==> config.mk <==
export PLATFORM = sky130hd
export DESIGN_NAME = ctpc_front
export DESIGN_NICKNAME = d
export VERILOG_FILES = /design/src/hdl/ctpc_pkg.sv /design/src/hdl/ctpc_front.sv
export SDC_FILE = /design/constraint.sdc
export NUM_CORES = 1
export LEC_CHECK = 0
export BUFFER_PORTS_ARGS = -buffer_cell sky130_fd_sc_hd__buf_2
export CAP_MARGIN = 20
export CORE_MARGIN = 2
export CORE_UTILIZATION = 47
export CTS_CLUSTER_DIAMETER = 50
export DETAILED_ROUTE_END_ITERATION = 12
export GPL_TIMING_DRIVEN = 0
export PLACE_DENSITY = 0.88
export SYNTH_ARGS = -nofsm -noshare
export SYNTH_HDL_FRONTEND = slang
export SYNTH_SLANG_ARGS = --single-unit
==> constraint.sdc <==
create_clock -name i_clk -period 8 [get_ports i_clk]
set_clock_uncertainty 0.05 [all_clocks]
set_input_delay 0.8 -clock i_clk [delete_from_list [all_inputs] [get_ports i_clk]]
set_output_delay 0.8 -clock i_clk [all_outputs]
set_load 0.05 [all_outputs]
==> src/hdl/ctpc_pkg.sv <==
// ----------------------------------------------------------------------------
// ctpc_pkg
// Shared types, codes and default sizes of the cut tree packet classifier.
// ----------------------------------------------------------------------------
`timescale 1ns / 1ps

package ctpc_pkg;

    // default store depths and leaf size
    localparam int NODE_DEPTH_DEF = 4096;
    localparam int LIST_DEPTH_DEF = 4096;
    localparam int RULE_DEPTH_DEF = 1024;
    localparam int LEAF_MAX_DEF   = 16;
    localparam int MAX_LEVELS     = 96;

    // request codes
    localparam logic [2:0] REQ_CLASSIFY = 3'd0;
    localparam logic [2:0] REQ_NODE     = 3'd1;
    localparam logic [2:0] REQ_LIST     = 3'd2;
    localparam logic [2:0] REQ_RULE_LO  = 3'd3;
    localparam logic [2:0] REQ_RULE_HI  = 3'd4;

    // node kinds
    localparam logic [1:0] KIND_INTERNAL = 2'd0;
    localparam logic [1:0] KIND_LEAF     = 2'd1;
    localparam logic [1:0] KIND_EMPTY    = 2'd2;

    // result kinds
    localparam logic [1:0] RES_MATCH     = 2'd0;
    localparam logic [1:0] RES_NO_MATCH  = 2'd1;
    localparam logic [1:0] RES_DEFAULT   = 2'd2;
    localparam logic [1:0] RES_MALFORMED = 2'd3;

    // one queued request
    typedef struct packed {
        logic [2:0]  req_type;
        logic [11:0] index;
        logic [31:0] src_ip;
        logic [31:0] dst_ip;
        logic [15:0] src_port;
        logic [15:0] dst_port;
        logic [1:0]  node_kind;
        logic [1:0]  cut_field;
        logic [5:0]  cut_bits;
        logic [11:0] link;
        logic [4:0]  leaf_count;
    } t_req;

    // queue handshake toward the back end
    typedef struct packed {
        logic valid;
        t_req req;
    } t_queue_out;

    // one result transaction
    typedef struct packed {
        logic [1:0]  result_kind;
        logic [10:0] rule_number;
        logic [6:0]  levels;
    } t_result;

    // one tree node as stored
    typedef struct packed {
        logic [1:0]  kind;
        logic [1:0]  field;
        logic [5:0]  bits;
        logic [11:0] link;
        logic [4:0]  count;
    } t_node;

    // full width of a header field
    function automatic logic [5:0] field_width(input logic [1:0] f);
        logic [5:0] w;
        w = (f[1] == 1'b0) ? 6'd32 : 6'd16;
        return w;
    endfunction

endpackage

==> src/hdl/ctpc_front.sv <==
// ----------------------------------------------------------------------------
// ctpc_front
// Input side: decodes request type, drops unused codes, queues the rest.
// ----------------------------------------------------------------------------
`timescale 1ns / 1ps

module ctpc_front
    import ctpc_pkg::*;
(
    input  logic       i_clk,
    input  logic       i_rst_n,
    input  logic       i_valid,
    output logic       o_stall,
    input  t_req       i_req,
    input  logic       i_pop,
    output t_queue_out o_queue
);

    t_req       r_entry [2];
    logic       r_wr_ptr;
    logic       r_rd_ptr;
    logic [1:0] r_count;
    logic       w_push;
    logic       w_keep;

    // keep only codes that mean something
    always_comb begin
        unique case (i_req.req_type)
            REQ_CLASSIFY, REQ_NODE, REQ_LIST, REQ_RULE_LO, REQ_RULE_HI: w_keep = 1'b1;
            default: w_keep = 1'b0;
        endcase
    end

    assign o_stall       = (r_count == 2'd2);
    assign w_push        = i_valid && !o_stall && w_keep;
    assign o_queue.valid = (r_count != 2'd0);
    assign o_queue.req   = r_entry[r_rd_ptr];

    // store payload
    always_ff @(posedge i_clk) begin
        if (w_push) begin
            r_entry[r_wr_ptr] <= i_req;
        end
    end

    // advance pointers and count
    always_ff @(posedge i_clk) begin
        if (!i_rst_n) begin
            r_wr_ptr <= 1'b0;
            r_rd_ptr <= 1'b0;
            r_count  <= 2'd0;
        end else begin
            if (w_push) begin
                r_wr_ptr <= !r_wr_ptr;
            end
            if (i_pop) begin
                r_rd_ptr <= !r_rd_ptr;
            end
            r_count <= r_count + {1'b0, w_push} - {1'b0, i_pop};
        end
    end

endmodule

==> qor.txt <==
post_cts resized - 0
DIE HEIGHT - 152 um
synth top area cells - edfxtp_1 81%, mux2_2 15%, buf_6 1.5%, dfxtp_1 0.98%, ha_1 0.24%
antenna viol nets, final - 0
CTS Hold Bufs - 0
Syn. warnings - 0
Design Power - 0.00379 W
Syn Nets - 599
fin crit share - 0.344
Core Footprint - 21,200 um^2
P&R area growth vs syn - 28.2%
Worst-path clk slew - 0.06 ns
worst r2r path cells - 5
required time worst endpoint - 7.15 ns
Max Cap Viol - 0
TritonCTS buffer count - 30
Post-synth EDFFs - 276
Worst EP arrival - 1.90 ns
Worst-Skew Late Latency - 0.53 ns
Pins Over Slew Limit - 0
HP Class - in -> reg
status - finished, final reports clean
most common cell after layout, fill and taps aside - buf_2
# IOs - 282
worst slew pin tran - 0.812 ns
RSZ-0062 raised after global routing - no
minimum clock period after layout - 2.75 ns
RR Startpoint - r_count[1]
Worst R2R Setup Slack - 5.52 ns
WL final - 20,100 um
Hold Vio Cnt, Final - 0
Final GP Congestion - 0.733
antenna violations before repair - 2
Cells after Synth - 455
final setup violating endpoints - 0
non-filler cells, final - 1,076
slew margin rel. - 0.457
CTS Root Cell - clkbuf_16
synthesized flop and latch total - 281
Post-Place Cells - 1,020
Worst VDD drop - 0.213 mV
global-route wire length before repair - 29,000 um
Seq/Total Area, Yosys - 0.820
final core area utilization - 0.618
die area - 23,000 um^2
Pleak - 4.89 nW
top_reg_cell synth - edfxtp_1
H-tree depth - 1
reg2reg end - r_entry[1][82]
Yosys top cell area share - 0.810
Vias - 5,300
Initial Util - 0.482
largest net degree at the start of global routing - 35
crit path max fanout - 10
critical path class - reg -> out
Clock Sinks - 281
First DRT Iteration DRCs - 205
post-CTS setup repair buffer count - 0
share of layout cells above drive strength 1 - 0.609
CTS Buffer Depth - 3
Final #Nets - 921
total track usage - 0.166
hold slack final - 0.391 ns
Netlist Area Pre-Place - 10,200 um^2
CTS tree - yes
vias in the first global route - 5,600
pwr dens - 289 nW/um^2
most frequent cells in the layout - 282 x buf_2, 276 x edfxtp_1, 138 x mux2_2, 30 x clkbuf_16, 14 x buf_6
CP endpoint - o_queue[30]
Synth Area per Inst - 22.5 um^2
Die W - 152 um
area leader, netlist - edfxtp_1
gr ovfl total - 0
Synth cell types - 17
DR WL/cell - 18.7 um
CP Launch Type - register
row count - 53
fmax - 0.364 GHz
via-per-instance ratio - 4.93
PortBufs - 281
# DRC - 0
CP endpoint kind - output pin
Post-DP HPWL - 13,900 um
DRT Pass-1 Iters - 4
async set-reset flop share out of synthesis - 0
==> report_power, final <==
group | total (W) | leakage (nW) | switching, W | internal (W)
clock network | 0.00126 | 0.446 | 0.000537 | 0.000726
registers | 0.00178 | 2.58 | 0.0000263 | 0.00175
logic | 0.000746 | 1.87 | 0.000529 | 0.000217
total | 0.00379 | 4.89 | 0.00109 | 0.00269
==> synth_stat cells, types with 2 or more instances <==
cell type    n
mux2_2     138
xnor2_1      2
ha_1         2
buf_6       14
inv_1        3
nor2_1       5
dfxtp_1      5
edfxtp_1   276
nand2_1      2
==> sequential cells by signal, indices dropped and copies added (netlist names), named ones only <==
signal / flops
r_entry: 276
r_count: 2
r_rd_ptr: 1
r_wr_ptr: 1
==> layer usage <==
metal | track usage | share of wire
met4 | 0.0593 | 0.031
met3 | 0.0509 | 0.081
met5 | 0 | 0.00065
met1 | 0.180 | 0.36
met2 | 0.305 | 0.53
==> worst max-delay path, cell delays in order (launching register included) <==
cell     delay (ns)
dfxtp_1        0.37
buf_6          0.22
buf_6          0.19
mux2_2         0.35
buf_2          0.22
==> cell families (layout without fill, tap and decap cells) <==
kind of cell / Yosys count / in the layout / synth area share
buffers and inverters: 18 / 363 / 0.0170
adder cells (fa/ha/maj): 2 / 2 / 0.00244
AND/OR/NAND/NOR: 11 / 11 / 0.00514
AO/OA/AOI/OAI: 1 / 1 / 0.000489
multiplexers: 139 / 139 / 0.153
flip-flops: 281 / 281 / 0.820
XOR/XNOR: 3 / 3 / 0.00257
other: 0 / 1 / 0
==> per-stage QoR <==
step	instance area (um^2)	worst slack, ns	setup TNS [ns]
2_1_floorplan	10200	0.447	0
3_3_place_gp	12000	-2.84	-779.69
3_5_place_dp	12200	4.78	0
4_1_cts	13100	5.20	0
5_1_grt	13100	5.17	0
6_report	13100	5.25	0
==> worst min path at each step <==
stage               cells after the start            end     start
CTS                                     1  r_entry[0][0]  i_req[0]
global route                            1  r_entry[0][0]  i_req[0]
finish                                  1  r_entry[0][0]  i_req[0]
detailed placement                      2       register  r_rd_ptr
global placement                        2       r_wr_ptr  r_wr_ptr
floorplan                               2       r_wr_ptr  r_wr_ptr
==> final cells by class <==
cell class | instances | area, um^2
multi-input cells | 156 | 1690
clock buffers | 38 | 781
repair buffers | 290 | 1600
plain buffers | 15 | 163
flip-flops and latches | 281 | 8390
inverters | 3 | 11.3
fillers | 1544 | 8100
clock inverters | 17 | 138
diodes | 1 | 2.50
well taps | 275 | 344
No activity file was read; power rests on OpenSTA's default activity.
